### src/phjs_pkg.sv
`default_nettype none
// ----------------------------------------------------------------------------
// phjs_pkg
// Shared types and constants of the plate heat Jacobi solver: transaction
// payloads, controller command and datapath status bundles.
// ----------------------------------------------------------------------------
package phjs_pkg;

	localparam int TEMP_W  = 24;
	localparam int TOL_W   = 23;
	localparam int IDX_W   = 3;
	localparam int SWEEP_W = 13;
	localparam int SUM_W   = TEMP_W + 2;

	typedef struct packed {
		logic signed [TEMP_W-1:0] top_temp;
		logic signed [TEMP_W-1:0] bottom_temp;
		logic signed [TEMP_W-1:0] left_temp;
		logic signed [TEMP_W-1:0] right_temp;
		logic        [TOL_W-1:0]  tolerance;
	} job_t;

	typedef struct packed {
		logic signed [TEMP_W-1:0]  cell_temp;
		logic        [IDX_W-1:0]   row_index;
		logic        [IDX_W-1:0]   col_index;
		logic                      last;
		logic                      converged;
		logic        [SWEEP_W-1:0] sweep_count;
	} cell_t;

	typedef struct packed {
		logic               load_job;
		logic               mem_we;
		logic               wr_edge;
		logic               wr_bank;
		logic [IDX_W-1:0]   wr_row;
		logic [IDX_W-1:0]   wr_col;
		logic               rd_bank;
		logic [IDX_W-1:0]   rd_row;
		logic [IDX_W-1:0]   rd_col;
		logic               sum_load;
		logic               sum_add;
		logic               calc_diff;
		logic               upd_max;
		logic               max_clr;
		logic               load_out;
		logic               out_last;
		logic               out_conv;
		logic [SWEEP_W-1:0] out_sweeps;
	} cmd_t;

	typedef struct packed {
		logic max_le_tol;
	} status_t;

endpackage
`default_nettype wire

### src/phjs_datapath.sv
`default_nettype none
// ----------------------------------------------------------------------------
// phjs_datapath
// Plate memory (two banks, ping-pong per sweep), neighbor sum accumulator,
// change tracking and the output register.
// ----------------------------------------------------------------------------
module phjs_datapath #(
	parameter int ROWS = 6,
	parameter int COLS = 8
) (
	input  wire                   clk,
	input  wire                   arst_n,
	input  phjs_pkg::cmd_t        cmd,
	input  phjs_pkg::job_t        job,
	output phjs_pkg::status_t     status,
	output phjs_pkg::cell_t       plate_cell
);

	localparam int RW    = $clog2(ROWS);
	localparam int CW    = $clog2(COLS);
	localparam int AW    = 1 + RW + CW;
	localparam int DEPTH = 1 << AW;
	localparam int TW    = phjs_pkg::TEMP_W;
	localparam int SW    = phjs_pkg::SUM_W;

	logic signed [TW-1:0]           mem [DEPTH];
	logic signed [TW-1:0]           rdata_q;
	logic signed [TW-1:0]           top_q, bot_q, lft_q, rgt_q;
	logic [phjs_pkg::TOL_W-1:0]     tol_q;
	logic signed [SW-1:0]           sum_q;
	logic signed [TW-1:0]           v_q;
	logic signed [TW:0]             d_q;
	logic [TW-1:0]                  max_q;
	logic signed [TW-1:0]           edge_val;
	logic signed [TW-1:0]           wdata;
	logic signed [TW-1:0]           mean;
	logic signed [SW-1:0]           rdata_ext;
	logic signed [TW:0]             abs_d;
	logic [AW-1:0]                  waddr, raddr;

	// bottom row wins its corners, left/right win the top corners
	always_comb begin
		if (cmd.wr_row == phjs_pkg::IDX_W'(ROWS - 1))
			edge_val = bot_q;
		else if (cmd.wr_col == '0)
			edge_val = lft_q;
		else if (cmd.wr_col == phjs_pkg::IDX_W'(COLS - 1))
			edge_val = rgt_q;
		else if (cmd.wr_row == '0)
			edge_val = top_q;
		else
			edge_val = '0;
	end

	assign wdata     = cmd.wr_edge ? edge_val : v_q;
	assign waddr     = {cmd.wr_bank, cmd.wr_row[RW-1:0], cmd.wr_col[CW-1:0]};
	assign raddr     = {cmd.rd_bank, cmd.rd_row[RW-1:0], cmd.rd_col[CW-1:0]};
	assign rdata_ext = {{(SW - TW){rdata_q[TW-1]}}, rdata_q};
	// floor divide by 4
	assign mean      = sum_q[SW-1:2];
	assign abs_d     = d_q[TW] ? -d_q : d_q;

	always_ff @(posedge clk) begin
		if (cmd.mem_we)
			mem[waddr] <= wdata;
		rdata_q <= mem[raddr];
	end

	always_ff @(posedge clk) begin
		if (cmd.load_job) begin
			top_q <= job.top_temp;
			bot_q <= job.bottom_temp;
			lft_q <= job.left_temp;
			rgt_q <= job.right_temp;
			tol_q <= job.tolerance;
		end
		if (cmd.sum_load)
			sum_q <= rdata_ext;
		else if (cmd.sum_add)
			sum_q <= sum_q + rdata_ext;
		if (cmd.calc_diff) begin
			v_q <= mean;
			d_q <= {mean[TW-1], mean} - {rdata_q[TW-1], rdata_q};
		end
		if (cmd.load_out) begin
			plate_cell.cell_temp   <= rdata_q;
			plate_cell.row_index   <= cmd.rd_row;
			plate_cell.col_index   <= cmd.rd_col;
			plate_cell.last        <= cmd.out_last;
			plate_cell.converged   <= cmd.out_conv;
			plate_cell.sweep_count <= cmd.out_sweeps;
		end
	end

	always_ff @(posedge clk or negedge arst_n) begin
		if (!arst_n) begin
			max_q <= '0;
		end else if (cmd.max_clr) begin
			max_q <= '0;
		end else if (cmd.upd_max && (abs_d[TW-1:0] > max_q)) begin
			max_q <= abs_d[TW-1:0];
		end
	end

	assign status.max_le_tol = (max_q <= {1'b0, tol_q});

endmodule
`default_nettype wire

### src/phjs_ctrl.sv
`default_nettype none
// ----------------------------------------------------------------------------
// phjs_ctrl
// Sequencer of the solver: edge build over both banks, per-cell neighbor
// reads and write-back, convergence check and row-major readout.
// ----------------------------------------------------------------------------
module phjs_ctrl #(
	parameter int ROWS       = 6,
	parameter int COLS       = 8,
	parameter int MAX_SWEEPS = 4096
) (
	input  wire                clk,
	input  wire                arst_n,
	input  wire                job_valid,
	output logic               job_stall,
	output logic               cell_valid,
	input  wire                cell_stall,
	input  phjs_pkg::status_t  status,
	output phjs_pkg::cmd_t     cmd
);

	localparam int IW = phjs_pkg::IDX_W;
	localparam int SW = phjs_pkg::SWEEP_W;

	localparam logic [IW-1:0] R_LAST = IW'(ROWS - 1);
	localparam logic [IW-1:0] C_LAST = IW'(COLS - 1);
	localparam logic [IW-1:0] R_INT  = IW'(ROWS - 2);
	localparam logic [IW-1:0] C_INT  = IW'(COLS - 2);
	localparam logic [SW-1:0] SW_CAP = SW'(MAX_SWEEPS);

	localparam logic [2:0] PH_UP     = 3'd0;
	localparam logic [2:0] PH_LEFT   = 3'd1;
	localparam logic [2:0] PH_DOWN   = 3'd2;
	localparam logic [2:0] PH_RIGHT  = 3'd3;
	localparam logic [2:0] PH_CENTER = 3'd4;
	localparam logic [2:0] PH_CALC   = 3'd5;
	localparam logic [2:0] PH_WRITE  = 3'd6;
	localparam logic [2:0] PH_EM_RD  = 3'd0;
	localparam logic [2:0] PH_EM_LD  = 3'd1;

	typedef enum logic [4:0] {
		S_IDLE  = 5'b00001,
		S_BUILD = 5'b00010,
		S_SWEEP = 5'b00100,
		S_CHECK = 5'b01000,
		S_EMIT  = 5'b10000
	} state_t;

	state_t        state_q, state_d;
	logic [IW-1:0] row_q, row_d, col_q, col_d;
	logic [2:0]    ph_q, ph_d;
	logic          bank_q, bank_d, bsel_q, bsel_d, conv_q, conv_d;
	logic [SW-1:0] sweep_q, sweep_d, sweep_n;
	logic          out_valid_q;
	logic          slot_free;

	assign job_stall  = (state_q != S_IDLE);
	assign cell_valid = out_valid_q;
	assign slot_free  = !out_valid_q || !cell_stall;
	assign sweep_n    = sweep_q + SW'(1);

	always_comb begin
		cmd         = '0;
		cmd.rd_bank = bank_q;
		cmd.rd_row  = row_q;
		cmd.rd_col  = col_q;
		cmd.wr_row  = row_q;
		cmd.wr_col  = col_q;
		state_d     = state_q;
		row_d       = row_q;
		col_d       = col_q;
		ph_d        = ph_q;
		bank_d      = bank_q;
		bsel_d      = bsel_q;
		conv_d      = conv_q;
		sweep_d     = sweep_q;
		case (state_q)
			S_IDLE: begin
				if (job_valid) begin
					cmd.load_job = 1'b1;
					state_d      = S_BUILD;
					row_d        = '0;
					col_d        = '0;
					bsel_d       = 1'b0;
				end
			end
			S_BUILD: begin
				cmd.mem_we  = 1'b1;
				cmd.wr_edge = 1'b1;
				cmd.wr_bank = bsel_q;
				if (col_q == C_LAST) begin
					col_d = '0;
					if (row_q == R_LAST) begin
						row_d = '0;
						if (bsel_q) begin
							state_d     = S_SWEEP;
							row_d       = IW'(1);
							col_d       = IW'(1);
							ph_d        = PH_UP;
							bank_d      = 1'b0;
							sweep_d     = '0;
							cmd.max_clr = 1'b1;
						end else begin
							bsel_d = 1'b1;
						end
					end else begin
						row_d = row_q + IW'(1);
					end
				end else begin
					col_d = col_q + IW'(1);
				end
			end
			S_SWEEP: begin
				ph_d = ph_q + 3'd1;
				case (ph_q)
					PH_UP: cmd.rd_row = row_q - IW'(1);
					PH_LEFT: begin
						cmd.rd_col   = col_q - IW'(1);
						cmd.sum_load = 1'b1;
					end
					PH_DOWN: begin
						cmd.rd_row  = row_q + IW'(1);
						cmd.sum_add = 1'b1;
					end
					PH_RIGHT: begin
						cmd.rd_col  = col_q + IW'(1);
						cmd.sum_add = 1'b1;
					end
					PH_CENTER: cmd.sum_add = 1'b1;
					PH_CALC: cmd.calc_diff = 1'b1;
					PH_WRITE: begin
						cmd.upd_max = 1'b1;
						cmd.mem_we  = 1'b1;
						cmd.wr_bank = ~bank_q;
						ph_d        = PH_UP;
						if (col_q == C_INT) begin
							col_d = IW'(1);
							if (row_q == R_INT)
								state_d = S_CHECK;
							else
								row_d = row_q + IW'(1);
						end else begin
							col_d = col_q + IW'(1);
						end
					end
					default: ph_d = PH_UP;
				endcase
			end
			S_CHECK: begin
				// fresh values sit in the other bank from here on
				sweep_d = sweep_n;
				conv_d  = status.max_le_tol;
				bank_d  = ~bank_q;
				row_d   = IW'(1);
				col_d   = IW'(1);
				ph_d    = PH_UP;
				if (status.max_le_tol || (sweep_n >= SW_CAP)) begin
					state_d = S_EMIT;
					row_d   = '0;
					col_d   = '0;
					ph_d    = PH_EM_RD;
				end else begin
					state_d     = S_SWEEP;
					cmd.max_clr = 1'b1;
				end
			end
			S_EMIT: begin
				cmd.out_last   = (row_q == R_LAST) && (col_q == C_LAST);
				cmd.out_conv   = conv_q;
				cmd.out_sweeps = sweep_q;
				if (ph_q == PH_EM_RD) begin
					ph_d = PH_EM_LD;
				end else if (slot_free) begin
					cmd.load_out = 1'b1;
					ph_d         = PH_EM_RD;
					if (col_q == C_LAST) begin
						col_d = '0;
						if (row_q == R_LAST)
							state_d = S_IDLE;
						else
							row_d = row_q + IW'(1);
					end else begin
						col_d = col_q + IW'(1);
					end
				end
			end
			default: state_d = S_IDLE;
		endcase
	end

	always_ff @(posedge clk or negedge arst_n) begin
		if (!arst_n) begin
			state_q     <= S_IDLE;
			row_q       <= '0;
			col_q       <= '0;
			ph_q        <= PH_UP;
			bank_q      <= 1'b0;
			bsel_q      <= 1'b0;
			conv_q      <= 1'b0;
			sweep_q     <= '0;
			out_valid_q <= 1'b0;
		end else begin
			state_q <= state_d;
			row_q   <= row_d;
			col_q   <= col_d;
			ph_q    <= ph_d;
			bank_q  <= bank_d;
			bsel_q  <= bsel_d;
			conv_q  <= conv_d;
			sweep_q <= sweep_d;
			if (cmd.load_out)
				out_valid_q <= 1'b1;
			else if (!cell_stall)
				out_valid_q <= 1'b0;
		end
	end

endmodule
`default_nettype wire

### src/plate_heat_jacobi_solver_core.sv
// Sequence: edge build over both banks, then the sweeps (one memory read port,
// five reads per interior cell), then the readout of every cell.
// Throughput: one job at a time; a new job is taken once the last cell of the
// previous job sits in the output register.
// Reset: arst_n clears the controller and the output valid; memory is not cleared.
`default_nettype none
// ----------------------------------------------------------------------------
// plate_heat_jacobi_solver_core
// Jacobi heat solver on a small plate: builds the edges, sweeps until the
// largest change meets the tolerance or the sweep cap, then streams all cells.
// ----------------------------------------------------------------------------
module plate_heat_jacobi_solver_core #(
	parameter int ROWS       = 6,
	parameter int COLS       = 8,
	parameter int MAX_SWEEPS = 4096
) (
	input  wire              clk,
	input  wire              arst_n,
	input  wire              job_valid,
	output logic             job_stall,
	input  phjs_pkg::job_t   job,
	output logic             cell_valid,
	input  wire              cell_stall,
	output phjs_pkg::cell_t  plate_cell
);

	phjs_pkg::cmd_t    cmd;
	phjs_pkg::status_t status;

	phjs_ctrl #(
		.ROWS       (ROWS),
		.COLS       (COLS),
		.MAX_SWEEPS (MAX_SWEEPS)
	) u_ctrl (
		.clk        (clk),
		.arst_n     (arst_n),
		.job_valid  (job_valid),
		.job_stall  (job_stall),
		.cell_valid (cell_valid),
		.cell_stall (cell_stall),
		.status     (status),
		.cmd        (cmd)
	);

	phjs_datapath #(
		.ROWS (ROWS),
		.COLS (COLS)
	) u_datapath (
		.clk        (clk),
		.arst_n     (arst_n),
		.cmd        (cmd),
		.job        (job),
		.status     (status),
		.plate_cell (plate_cell)
	);

endmodule
`default_nettype wire

### config.mk
export PLATFORM = sky130hd
export DESIGN_NAME = plate_heat_jacobi_solver_core
export DESIGN_NICKNAME = d
export VERILOG_FILES = /design/src/phjs_pkg.sv /design/src/phjs_datapath.sv /design/src/phjs_ctrl.sv /design/src/plate_heat_jacobi_solver_core.sv
export SDC_FILE = /design/constraint.sdc
export NUM_CORES = 2
export LEC_CHECK = 0
export CAP_MARGIN = 20
export CORE_UTILIZATION = 40
export DETAILED_ROUTE_END_ITERATION = 10
export DONT_BUFFER_PORTS = 1
export GPL_TIMING_DRIVEN = 0
export PLACE_DENSITY = 0.58
export SETUP_SLACK_MARGIN = 0.02
export SYNTH_ARGS = -nofsm -noshare
export SYNTH_HDL_FRONTEND = slang
export SYNTH_SLANG_ARGS = --single-unit
### constraint.sdc
create_clock -name clk -period 25.9 [get_ports clk]
set_clock_uncertainty 0.2 [all_clocks]
set_input_delay 2.59 -clock clk [delete_from_list [all_inputs] [get_ports clk]]
set_output_delay 2.59 -clock clk [all_outputs]
set_load 0.01 [all_outputs]
==> reports/results.ini <==
[logic_synthesis]
synth-edff-count=3311
synth_ff_type=edfxtp_1
syn_avg_cell_area_um2=13.8
synth_nets=10200
synth.distinct_cells=80
synthMostInstantiatedCell=edfxtp_1
syn-cell-area_um2=138000
post-synth-top-area-fraction_pct=72.1
ys_warn_count=0
ys_ff_latch=3390
synth-seq-area-share_pct=73.5
ys_async_sr_fraction_pct=1.62
synth_area_leaders=edfxtp_1, nand2_1, a211oi_1
syn-instance-count=9981
synth_common_cells=edfxtp_1, nand2_1, a211oi_1
synth_top_cell_by_area=edfxtp_1

[clock_network]
cts.reportedPaths.clkPinSlew_ps=60
cts-root-buf=clkbuf_16
post_cts_resize_count=0
htree_levels=5
cts_buffers=357
tritoncts=yes
hold_buffers=0
clk_latency_ps=980
cts_buffer_depth=4
cts.sinks=3390
cts_setup_buffers=0

[detailed_routing]
drc_errors=0
ant_nets=1
num_vias=94800
drtPass1Iterations=7
drt_iter0_drc=14800
wl_per_cell_um=32.7
routed_wl_mm=507
vias_per_cell=6.11

[timing]
slew_headroom_pct=8.21
setup_viol=0
hold_violations=0
maxSlewViolCount=0
finalWorstPathRequiredPeriod_ps=7550
fin_ws_ps=18350
setup-tns-final_ps=0
tightest_slew_ps=1370
max_freq_mhz=132
rsz0062_at_grt=false
period_share_pct=29.1

[floorplan]
ios=170
core_area_um2=343000
die_area_um2=347000
dieHeight_um=589
start_util_pct=40.2
fp.dieW_um=589
row_count=215

[worst_setup_path]
cp_slowest_cell=nor3_1
path_max_fanout=10
crit_type=reg2reg
worstPathRequired_ps=26410
path_common_cell=buf_2
cp_data_arrival_time_ps=8060
max_stage_delay_ps=900
crit_path_end_kind=register
path_cells=clkbuf_1 > inv_1 > ha_1 > o2111ai_1 > and2_1 > buf_2 > buf_2 > buf_2 > buf_2 > nand2_1 > a311oi_1 > nor3_1 > nor3_1 > nand3_1 > nor3_1
start_kind=register

[global_route]
grt_max_degree=72
grt_overflow=0
grt_pass1_wl_mm=692
grt_pass1_vias=89000
antenna_found_initial=39
track_usage_pct=28.3

[placed_design]
io_buffer_count=0
pre_cts_ws_ps=18960
dpl-instance-area_um2=150000
place.gp.congestion=0.987
hpwl_mm=369

[outcome]
outcome=complete, but fails checks
violations=antenna violations

[layout]
syn_to_final_growth_pct=17.2
fillerInstances=29600
drive_above_1_share_pct=11.2
design_area_um2=162000
layout.nets=10900

[power_and_ir_drop]
powerDensity_nw_per_um2=117
ir_drop_mv=0.0675
power.leakage_nw=53.6

[min_path]
hold_class=reg2reg

[job]
maxCapViolations=0

[cell families (layout without fill, tap and decap cells)]
kind of cell,Yosys count,count (layout),synth area share (%)
compound gates,2133,2133,10.9
xor+xnor,70,70,0.445
fa+ha+maj,115,115,1.05
buf+inv,848,1791,2.61
flops,3390,3390,73.5
mux,80,80,0.581
other cells,0,22,0
simple gates,3345,3345,11.0
[stage by stage]
stage               util [%]  total power, mW  hold slack [ps]  std cells
floorplan                  -             10.2              233       9981
global placement        41.9             13.6              276      14500
detailed placement      43.7             13.5              283      14800
CTS                     47.1             18.7              287      15500
global route            47.1             19.3              318      15500
finish                  47.1             18.9              285      15500
[layout by cell type, fill, tap and decap left out, types with 25 or more instances in the layout]
cell type,netlist,routed
nand4_1,40,40
a21o_1,25,25
nor4_1,58,48
ha_1,113,113
a311oi_1,484,484
nor2_2,1,87
buf_4,28,35
nand3_1,147,147
mux2i_1,80,80
buf_8,1,91
edfxtp_1,3311,3311
nand2_1,1786,1786
clkinv_1,0,90
dfrtp_1,54,54
clkbuf_16,0,362
a22oi_1,26,26
clkinv_2,0,61
a21oi_1,266,265
a211oi_1,651,651
buf_16,0,60
and3_1,640,639
nor3_1,181,181
nor2_1,398,269
buf_1,27,27
a31oi_1,154,154
inv_1,98,97
clkbuf_1,491,537
buf_2,191,201
nor2_4,0,43
o22ai_1,74,74
xnor2_1,51,51
buf_12,0,110
bufinv_16,0,40
o21ai_0,340,316
[state kept, by name (all words and copies together) (netlist names), 3 cells and up]
register and flops:
u_datapath.mem 3072, u_datapath.plate_cell 45, u_datapath.sum_q 26, u_datapath.d_q 25
u_datapath.bot_q 24, u_datapath.lft_q 24, u_datapath.max_q 24, u_datapath.rdata_q 24
u_datapath.rgt_q 24, u_datapath.top_q 24, u_datapath.v_q 24, u_datapath.tol_q 23
u_ctrl.sweep_q 13, u_ctrl.state_q 5, u_ctrl.col_q 3, u_ctrl.ph_q 3
u_ctrl.row_q 3
[routing by layer]
layer / up-vias / global-route usage, % / wire, µm
li1: 39800 / - / -
met1: 47900 / 37.8 / 195000
met2: 5934 / 43.3 / 225000
met3: 1061 / 6.80 / 58000
met4: 26 / 14.2 / 29600
met5: - / 0 / 177
[path summary, 6_finish.rpt]
path / from / endpoint / slack, ps / cells after the start
setup / recovery: u_ctrl.ph_q[2] / u_datapath.rdata_q[0] / 18350 / 15
hold reg to reg: u_datapath.rdata_q[2] / u_datapath.plate_cell[23] / 290 / 0
hold / removal: u_datapath.rdata_q[2] / u_datapath.plate_cell[23] / 290 / 0
max in group asynchronous: arst_n / u_ctrl.state_q[0] / 24150 / 0
min in group asynchronous: arst_n / u_datapath.max_q[21] / 1120 / 0
setup reg to reg: u_ctrl.ph_q[2] / u_datapath.rdata_q[0] / 18350 / 15
[report_power, final]
part,total [mW],switching (mW),leakage [nW],internal [mW]
logic,7.05,5.19,17.2,1.86
registers,6.66,0.102,30.7,6.56
clock network,5.19,2.21,5.71,2.98
[critical path, delay by kind of cell (launching register included)]
kind,cells,cell delay (ps)
adder cells (fa/ha/maj),1,320
AND/OR/NAND/NOR,6,2440
buffers and inverters,6,2850
AO/OA/AOI/OAI,2,1050
flip-flops,1,410
[area by class of cell]
type                       count  area, µm²  area share, %
sequential                  3390     101000           62.7
multi-input combinational   5743      33900           20.9
clock buffer                 427       9340           5.78
tap                         4557       5700           3.53
timing repair buffer         284       5380           3.33
buffer                       746       3230           2.00
clock inverter               232       2380           1.47
inverter                     102        385          0.238
antenna                       22       55.1         0.0341
(Power assumes the default switching activity.)
